### src/rtl/hta_pkg.sv
// shared types and constants of the handle table allocator
// no dependencies
package hta_pkg;

	localparam int HANDLES   = 256;
	localparam int RESERVED  = 4;
	localparam int SIZE_BITS = 32;

	localparam int IDX_W = $clog2(HANDLES);
	localparam int CNT_W = $clog2(HANDLES + 1);
	// wide enough to compare any handle or index against the table bounds
	localparam int CMP_W = 17;
	localparam bit NO_ORDINARY = (RESERVED >= HANDLES);

	localparam logic [1:0] OP_INSERT = 2'd0;
	localparam logic [1:0] OP_ALLOC  = 2'd1;
	localparam logic [1:0] OP_FREE   = 2'd2;
	localparam logic [1:0] OP_QUERY  = 2'd3;

	localparam logic [1:0] ST_OK   = 2'd0;
	localparam logic [1:0] ST_BAD  = 2'd1;
	localparam logic [1:0] ST_FULL = 2'd2;

	typedef struct packed {
		logic [1:0]  op;
		logic [7:0]  handle;
		logic [31:0] size;
	} req_t;

	typedef struct packed {
		logic [7:0]  result_handle;
		logic [31:0] result_size;
		logic [1:0]  status;
	} rsp_t;

	typedef struct packed {
		logic             set;
		logic             clr;
		logic [IDX_W-1:0] idx;
	} mark_cmd_t;

endpackage

### src/rtl/hta_marks.sv
// used marks of the handle table, one flop per handle, cleared at reset
// depends on hta_pkg
module hta_marks (
	input  logic               clk,
	input  logic               arst_n,
	input  hta_pkg::mark_cmd_t cmd,
	input  logic [hta_pkg::IDX_W-1:0] look_idx,
	output logic               used
);
	import hta_pkg::*;

	logic [HANDLES-1:0] used_q;

	always_ff @(posedge clk or negedge arst_n) begin
		if (!arst_n) begin
			used_q <= '0;
		end else if (cmd.set) begin
			used_q[cmd.idx] <= 1'b1;
		end else if (cmd.clr) begin
			used_q[cmd.idx] <= 1'b0;
		end
	end

	assign used = used_q[look_idx];

endmodule

### config.mk
export PLATFORM = sky130hd
export DESIGN_NAME = hta_marks
export DESIGN_NICKNAME = d
export VERILOG_FILES = /design/src/rtl/hta_pkg.sv /design/src/rtl/hta_marks.sv
export SDC_FILE = /design/constraint.sdc
export NUM_CORES = 1
export LEC_CHECK = 0
export BUFFER_PORTS_ARGS = -buffer_cell sky130_fd_sc_hd__buf_2
export CAP_MARGIN = 30
export CORE_MARGIN = 2
export CORE_UTILIZATION = 50
export CTS_BUF_LIST = sky130_fd_sc_hd__clkbuf_8
export DETAILED_ROUTE_END_ITERATION = 8
export PLACE_DENSITY = 0.63
export SLEW_MARGIN = 20
export SYNTH_ARGS = -nofsm -noshare
export SYNTH_HDL_FRONTEND = slang
export SYNTH_SLANG_ARGS = --single-unit
### constraint.sdc
create_clock -name clk -period 1.9 [get_ports clk]
set_input_delay 0 -clock clk [delete_from_list [all_inputs] [get_ports clk]]
set_output_delay 0 -clock clk [all_outputs]
set_load 0.1 [all_outputs]
* Word-level counts from Yosys, hierarchy flattened
Index checks and enable logic that the tools add are counted.
** Operators by class
- Magnitude comparators :: 3
- Bitwise logic cells :: 3
- Multiplexer cells :: 6
- Reductions and logical operators :: 2
** Operators by type and width (count)
- 256-bit 2-to-1 mux :: 2
- 256-bit bitwise AND :: 1
- 256-bit inverter :: 1
- 256-bit OR :: 1
- 8-bit by 9-bit less-than comparator with 1-bit output, second input constant :: 2
- 1-bit binary-select mux with 8-bit select :: 1
- 1-bit demux with 8-bit select :: 1
- 8-bit by 1-bit greater-or-equal comparator with 1-bit output, second input constant :: 1
- 1-bit 2-to-1 mux :: 2
- 2-bit nonzero test :: 1
- 1-bit logical AND :: 1
** Storage, ports and cells
- Output and inout port bits :: 1
- Flip-flop bits (word level) :: 256

* Depth between registers and ports, before layout
Gate-level depths: netlist of the first run.
- Depth after elaboration :: 8
- Depth in mapped cells :: 10
- Depth with buffers taken out :: 6

* Least setup slack after synthesis of the first run
OpenSTA, ideal clock, no wires.
- Path type :: in2out
- Start :: input look_idx[0] (netlist bit)
- End :: output used
- Path slack :: -1.038 ns
- Cell stages on the path :: 9
- Path buffers :: 3
- Arrival :: 2.938 ns
- Required time :: 1.900 ns
- Cells stage by stage :: buf_6 > buf_6 > or3b_1 > buf_2 > o22ai_1 > nor4_1 > a2111oi_0 > a21oi_1 > a22oi_1
** Between the ends
- Longest elaborated chain between the ends :: 2
** Ends and longest elaborated chain
- start, declared :: RTL line hta_marks.sv:7 : input logic [hta_pkg::IDX_W-1:0] look_idx,
- 1-bit binary-select mux with 8-bit select :: RTL line hta_marks.sv:24 : assign used = used_q[look_idx];
- 1-bit 2-to-1 mux (not written as such) :: RTL line hta_marks.sv:24
- end, declared :: RTL line hta_marks.sv:8 : output logic used
Every way passes these cells. The select of a mux whose other input is x is not followed.

==> flow_metrics.tcl, run 1 <==
set metrics [dict create \
    max_cap_violations 0 \
    crit_fanout 2 \
    clkSlewWorstSetupHoldPaths_ns 0.06 \
    area_growth_pct 14.9 \
    cts.sinks 256 \
    max_freq_mhz 364 \
    first_pass_iters 5 \
    wl_met3_um 1820 \
    setup_ws_ns -0.845 \
    avgSynthCellArea_um2 11.7 \
    nFillCells 2123 \
    post_drt_wl_per_cell_um 23.0 \
    ys_async_sr_fraction 1.00 \
    hold_depth 4 \
    criticalPathCategory "reg -> out" \
    finalMaxSlewViolations 0 \
    ys_ff_latch 256 \
    yosys_most_used_dff "dfrtp_1" \
    wirelength_um 35500 \
    grt_max_degree 257 \
    status "finished, violations left" \
    dp.cells 1468 \
    die_h_um 165 \
    initialDrtViolationCount 792 \
    drive_above_1_share 0.401 \
    cts_buffer_depth 3 \
    drc 0 \
    clock_skew_ns 0 \
    cts-root-buf "clkbuf_8" \
    yosys_warnings 0 \
    grt_pass1_wl_um 55300 \
    ant_nets 0 \
    finalHoldViolations 0 \
    netlist_area_um2 13000 \
    ff2ff_path_depth 1 \
    yosysSeqAreaShare 0.494 \
    period_share 1.44 \
    startpoint_type "flip-flop" \
    rsz0062_at_grt "true" \
    min_from "cmd[5]" \
    violations "negative setup slack" \
    gp_congestion 0.817 \
    critPathCaptureType "primary output" \
    fin_cells 1543 \
    crit_arrival_ns 2.74 \
    highest_layer "met4" \
    die_x_um 165 \
    worst_pin_slew_ns 1.06 \
    cts_inserted_buffers 44 \
    clk_latency_ns 0.54 \
    slew_headroom 0.296 \
    synth_area_leaders "dfrtp_1, mux2_2, mux4_2" \
    nNetsFinal 1208 \
    io_pins 21 \
    cts_tree "done" \
    leakage_nw 6.84 \
    start_util 0.512 \
    vias 9064 \
    dpl.hpwl_um 22300 \
    setup_viol 1 \
    drt-met1-wl_um 15600 \
    synth_cells 1106 \
    fin_crit_ns 2.74 \
    row_count 58 \
    synth_nets 1126 \
    r2r_slack_ns 1.10 \
    numPortBuffers 20 \
    core-area_um2 25300 \
    hp-class "in -> reg" \
    track_usage 0.271 \
    peakVddDrop_mv 0.466 \
    overflow 0 \
    netlist.area_leader.share 0.494 \
    synth_edf_count 0 \
    grt_pass1_vias 9382 \
    die-area_um2 27300 \
    via_per_inst 5.87 \
    hold_slack_ns 0.0640 \
    cts_max_level 2 \
    wl_met2_um 17200 \
    power_density_nw_per_um2 822 \
    synth_top_cell_by_area "dfrtp_1" \
    cp.required_ns 1.90 \
    synth.distinct_cells 33 \
    antenna_found_initial 0 \
]
[stage by stage]
| stage | setup slack (ns) | cell area, um2 | util | power [W] | setup TNS [ns] |
|---|---|---|---|---|---|
| 2_1_floorplan | -0.357 | 13000 | - | 0.00692 | -0.357 |
| 3_3_place_gp | -0.408 | 14000 | 0.552 | 0.00747 | -0.408 |
| 3_5_place_dp | -0.459 | 14000 | 0.552 | 0.00751 | -0.459 |
| 4_1_cts | -0.869 | 14900 | 0.588 | 0.0124 | -0.869 |
| 5_1_grt | -0.938 | 14900 | 0.588 | 0.0128 | -0.938 |
| 6_report | -0.845 | 14900 | 0.588 | 0.0123 | -0.845 |
[how the worst max path moves through the flow]
stage                            from  endpoint  slack, ns  cells after the start
final                       flip-flop      used      -0.84                      7
after global routing        flip-flop      used      -0.94                      7
after CTS                   flip-flop      used      -0.87                      7
after detailed placement  look_idx[0]      used      -0.46                      8
after global placement    look_idx[1]      used      -0.41                      9
after floorplan           look_idx[0]      used      -0.36                      9
[where the power goes]
group / internal (W) / total (W) / switching (W)
logic: 0.000673 / 0.00142 / 0.000747
registers: 0.00582 / 0.00602 / 0.000193
clock network: 0.00264 / 0.00482 / 0.00218
total: 0.00914 / 0.0123 / 0.00312
[synth_stat cells (all sizes together), types with 5 or more instances]
master,n
nand3b,5
a22oi,6
a22o,8
mux2,257
nand3,10
nor2b,9
nor2,222
mux4,42
nand2b,7
nand2,84
nor3,9
dfrtp,256
nor4,8
buf,23
clkbuf,66
o22ai,22
mux2i,51
[logic make-up after synthesis]
logic type / Yosys count / share of synthesized area
and+or+nand+nor: 360 / 0.114
buffers and inverters: 90 / 0.0303
DFF: 256 / 0.494
AOI/OAI and AO/OA: 50 / 0.0269
muxes: 350 / 0.335
[worst max-delay path: stages, from the launching register on]
cell,delay [ns]
dfrtp_1,0.39
mux4_2,0.49
mux4_2,0.48
mux2i_2,0.19
o22ai_2,0.13
a21oi_2,0.23
a22oi_2,0.12
buf_12,0.19
[layout by cell type, fill, tap and decap left out, types with 2 or more instances in the layout]
cell           instances
nor2b_1                9
a22oi_1                5
a31oi_1                3
buf_2                 15
nor2_1               221
buf_12                 8
inv_1                 14
a311oi_1               2
dfrtp_1              256
mux2_2               257
nor4_1                 7
nand3b_1               5
clkbuf_8              57
dlygate4sd3_1          3
a22o_1                 8
nor3_1                 9
mux4_2                42
nor3b_1                2
o22ai_1               21
nand2_1               84
mux2i_1               50
a2111oi_0              2
nand2b_1               7
nand3_1               10
o21ai_0                4
buf_4                 96
[layer usage]
| metal | vias to the layer above | GRT usage |
|---|---|---|
| met5 | - | 0 |
| met3 | 58 | 0.0392 |
| li1 | 4042 | - |
| met1 | 4702 | 0.372 |
| met2 | 262 | 0.449 |
| met4 | 0 | 0.0806 |
[area by class of cell]
class                   count  area, um2  share of cell area
clock buffers              57        785              0.0526
clock inverters            13       48.8             0.00327
inverters                   1       3.75            0.000252
multi-input cells         760       6200               0.416
diodes                      1       2.50            0.000168
well taps                 330        413              0.0277
repair buffers            125       1040              0.0698
flip-flops and latches    256       6410               0.430
[repair_timing]
action	4_1_cts	5_1_grt
buffers inserted	0	0
hold buffers	4	0
endpoints found under the setup margin	1	1
pin swaps	1	1
hold endpoints to repair	257	0
resized for setup	4	0
Power figures use the tool's default switching activity.
==> run 2, diff against run 1 <==
--- a/config.mk
+++ b/config.mk
@@ -7,11 +7,13 @@
 export LEC_CHECK = 0
 export BUFFER_PORTS_ARGS = -buffer_cell sky130_fd_sc_hd__buf_2
 export CAP_MARGIN = 30
-export CORE_MARGIN = 2
-export CORE_UTILIZATION = 50
+export CELL_PAD_IN_SITES_DETAIL_PLACEMENT = 1
+export CELL_PAD_IN_SITES_GLOBAL_PLACEMENT = 2
+export CORE_MARGIN = 5
+export CORE_UTILIZATION = 46
 export CTS_BUF_LIST = sky130_fd_sc_hd__clkbuf_8
 export DETAILED_ROUTE_END_ITERATION = 8
-export PLACE_DENSITY = 0.63
+export PLACE_DENSITY = 0.8
 export SLEW_MARGIN = 20
 export SYNTH_ARGS = -nofsm -noshare
 export SYNTH_HDL_FRONTEND = slang
==> flow_metrics.tcl, run 2 (synthesis gave the netlist of run 1 again) <==
set metrics [dict create \
    crit_end "used" \
    finalMaxSlewViolations 0 \
    antennaDiodeCount 0 \
    cts_setup_buffers 0 \
    setup_ws_ns -0.842 \
    max_freq_mhz 365 \
    fin_crit_ns 2.74 \
    finalHoldViolations 0 \
    max_cap_violations 0 \
    peakVddDrop_mv 0.506 \
    final_common_cell "mux2_2" \
    cts-root-buf "clkbuf_8" \
    via_per_inst 5.68 \
    criticalPathCategory "reg -> out" \
    first_pass_iters 4 \
    stdcell_area_um2 15200 \
    most-common-layout-cells "mux2_2, dfrtp_1, nor2_1, buf_4, nand2_1" \
    cts.sinks 256 \
    area_growth_pct 17.4 \
    hold_slack_ns 0.0684 \
    die_x_um 178 \
    drive_above_1_share 0.412 \
    status "finished, violations left" \
    clk_latency_ns 0.54 \
    initialDrtViolationCount 591 \
    cts_resized 0 \
    gp_congestion 0.803 \
    grt_pass1_vias 10101 \
    antenna_found_initial 0 \
    worst_pin_slew_ns 1.36 \
    cts_tree "done" \
    grt_max_degree 257 \
    ant_nets 0 \
    slew_headroom 0.0943 \
    row_count 61 \
    die-area_um2 31700 \
    clkSlewWorstSetupHoldPaths_ns 0.06 \
    crit_fanout 2 \
    power_density_nw_per_um2 844 \
    critPathCaptureType "primary output" \
    cp.required_ns 1.90 \
    ff2ff_path_depth 1 \
    totalPowerFinal_w 0.0129 \
    dpl.hpwl_um 25700 \
    hp-class "in -> reg" \
    utilization 0.548 \
    clock_skew_ns 0 \
    die_h_um 178 \
    startpoint_type "flip-flop" \
    core-area_um2 27800 \
    cts_inserted_buffers 47 \
    nNetsFinal 1220 \
    track_usage 0.256 \
    grt_pass1_wl_um 61700 \
    post_drt_wl_per_cell_um 24.4 \
    wirelength_um 39400 \
    violations "negative setup slack" \
    r2r_slack_ns 1.10 \
    cts_max_level 2 \
    rsz0062_at_grt "true" \
    vias 9163 \
    start_util 0.467 \
    cts_buffer_depth 3 \
    crit_arrival_ns 2.74 \
    drc 0 \
    overflow 0 \
    place_area_um2 14200 \
    period_share 1.44 \
    setup_viol 1 \
    numPortBuffers 20 \
    leakage_nw 6.99 \
    io_pins 21 \
]
-- run 2: worst min path at each step --
stage | end | startpoint | cells after the start
floorplan | async pin | arst_n | 0
global placement | async pin | arst_n | 1
detailed placement | async pin | arst_n | 1
CTS | flip-flop | cmd[1] | 4
global route | flip-flop | cmd[1] | 4
finish | flip-flop | cmd[1] | 4
-- run 2: cell type report --
type                            count  area, um2
Fill cell                        2929      12500
Inverter                            1       3.75
Sequential cell                   256       6410
Tap cell                          378        473
Timing Repair Buffer              134       1200
Multi-Input combinational cell    760       6180
Clock buffer                       64        881
Clock inverter                     19       83.8
-- run 2: what timing repair did --
item | in CTS | in global routing
setup endpoints to repair | 1 | 1
hold buffers | 3 | 0
endpoints found under the hold margin | 256 | 0
pin swaps | 1 | 0
gates cloned | 0 | 0
-- run 2: metrics by stage --
stage                     cells  setup slack, ns  setup TNS [ns]
after detailed placement   1526           -0.482          -0.482
after global placement     1526           -0.527          -0.527
final                      1612           -0.842          -0.842
after floorplan            1106           -0.357          -0.357
after CTS                  1612           -0.889          -0.889
after global routing       1612           -0.945          -0.945
-- run 2: routing by layer --
| layer | vias to the layer above | global-route usage | wire [um] |
|---|---|---|---|
| met1 | 4847 | 0.351 | 17500 |
| met4 | 0 | 0.0741 | 1020 |
| met2 | 173 | 0.427 | 19400 |
| li1 | 4079 | - | - |
| met5 | - | 0 | 0 |
| met3 | 64 | 0.0371 | 1490 |
-- run 2: worst max-delay path, cell delays in order, from the launching register on --
cell and delay, ns:
dfrtp_1 0.37, mux4_2 0.48, mux4_2 0.50, mux2i_1 0.15
o22ai_1 0.13, a21oi_1 0.16, buf_4 0.13, a22oi_2 0.08
buf_12 0.19
-- run 2: power breakdown --
part / switching, W / internal (W)
Sequential: 0.000202 / 0.00582
Clock: 0.00236 / 0.00299
Combinational: 0.000779 / 0.000699
==> run 3, diff against run 2 <==
--- a/config.mk
+++ b/config.mk
@@ -13,7 +13,9 @@
 export CORE_UTILIZATION = 46
 export CTS_BUF_LIST = sky130_fd_sc_hd__clkbuf_8
 export DETAILED_ROUTE_END_ITERATION = 8
+export HOLD_SLACK_MARGIN = 0.08
 export PLACE_DENSITY = 0.8
+export SKIP_LAST_GASP = 1
 export SLEW_MARGIN = 20
 export SYNTH_ARGS = -nofsm -noshare
 export SYNTH_HDL_FRONTEND = slang
==> flow_metrics.tcl, run 3 (synthesis gave the netlist of run 1 again) <==
set metrics [dict create \
    status "finished, violations left" \
    violations "negative setup slack" \
    gp_congestion 0.803 \
    antennaDiodeCount 0 \
    totalPowerFinal_w 0.0129 \
    die-area_um2 31700 \
    cp.required_ns 1.90 \
    wirelength_um 39400 \
    criticalPathCategory "reg -> out" \
    grt_pass1_wl_um 61900 \
    post_drt_wl_per_cell_um 24.4 \
    max_cap_violations 0 \
    cts_buffer_depth 3 \
    start_util 0.467 \
    area_growth_pct 17.7 \
    worstPathCellList "mux4_2 -> mux4_2 -> mux2i_1 -> o22ai_1 -> a21oi_1 -> buf_4 -> a22oi_2 -> buf_12" \
    slew_headroom 0.168 \
    io_pins 21 \
    critPathCaptureType "primary output" \
    hold_slack_ns 0.118 \
    min_from "cmd[3]" \
    drive_above_1_share 0.410 \
    crit_arrival_ns 2.75 \
    clkSlewWorstSetupHoldPaths_ns 0.07 \
    setup_ws_ns -0.848 \
    drc 0 \
    worst_pin_slew_ns 1.25 \
    startpoint_type "flip-flop" \
    antenna_found_initial 0 \
    setup_viol 1 \
    final_common_cell "mux2_2" \
    die_h_um 178 \
    cts_setup_buffers 0 \
    core-area_um2 27800 \
    vias 9192 \
    cts_tree "done" \
    cts_inserted_buffers 47 \
    ant_nets 0 \
    clock_skew_ns 0 \
    dp.cells 1526 \
    fin_crit_ns 2.75 \
    crit_fanout 2 \
    clk_latency_ns 0.54 \
    slowest_stage "mux4_2" \
    row_count 61 \
    most-common-layout-cells "mux2_2, dfrtp_1, nor2_1, buf_4, nand2_1" \
    via_per_inst 5.69 \
    max_stage_delay_ns 0.50 \
    die_x_um 178 \
    initialDrtViolationCount 517 \
    path_delay_family "multiplexers" \
    nNetsFinal 1224 \
    power_density_nw_per_um2 842 \
    leakage_nw 7.01 \
    cts.sinks 256 \
    fin_cells 1616 \
    period_share 1.45 \
    grt_max_degree 257 \
    finalHoldViolations 0 \
    peakVddDrop_mv 0.505 \
    grt_pass1_vias 10126 \
    crit_buf_inv 2 \
    rsz0062_at_grt "true" \
    cts-root-buf "clkbuf_8" \
    cts_max_level 2 \
    hp-class "in -> reg" \
    numPortBuffers 20 \
    first_pass_iters 5 \
    finalMaxSlewViolations 0 \
    track_usage 0.257 \
    crit_path_frequent_cell "mux4_2" \
    dpl.hpwl_um 25700 \
    overflow 0 \
    max_freq_mhz 364 \
]
-- run 3: changes by cell type in the layout (fill, tap and decap cells not counted), sizes merged --
cell | previous run | this run
dlygate4sd3 | 3 | 7
-- run 3: layer usage --
metal / vias up / track usage / routed length [um]
met5: - / 0 / 0
met4: 0 / 0.0741 / 999
met3: 63 / 0.0388 / 1460
met2: 186 / 0.428 / 19400
met1: 4859 / 0.351 / 17500
li1: 4084 / - / -
-- run 3: metrics by stage --
step	setup slack, ns	instance area (um2)	setup TNS (ns)	utilization
floorplan	-0.357	13000	-0.357	-
global placement	-0.527	14200	-0.527	0.512
detailed placement	-0.482	14200	-0.482	0.512
CTS	-0.889	15300	-0.889	0.550
global route	-0.945	15300	-0.945	0.550
finish	-0.848	15300	-0.848	0.550
-- run 3: worst paths after layout --
path / end / slack (ns) / depth (start not counted)
max in group asynchronous: async pin / 0.56 / 4
worst max register to register: flip-flop / 1.10 / 1
worst max-delay path: used / -0.85 / 8
min in group asynchronous: async pin / 0.52 / 3
worst min register to register: flip-flop / 0.50 / 1
worst min-delay path: flip-flop / 0.12 / 4
-- run 3: repair_timing --
action	in CTS	in global routing
endpoints found under the setup margin	1	1
pin swaps	1	0
endpoints found under the hold margin	267	0
hold buffers	7	0
resized for setup	0	0
-- run 3: layout make-up --
type	count	area [um2]
clock buffer	64	881
clock inverter	19	83.8
fill	2928	12500
inverter	1	3.75
multi-input combinational	760	6180
sequential	256	6410
tap	378	473
timing repair buffer	138	1240
-- run 3: power breakdown --
group          internal [W]  switching (W)  leakage (nW)
sequential          0.00582       0.000201          3.51
combinational      0.000703       0.000780          2.95
clock               0.00299        0.00236         0.547
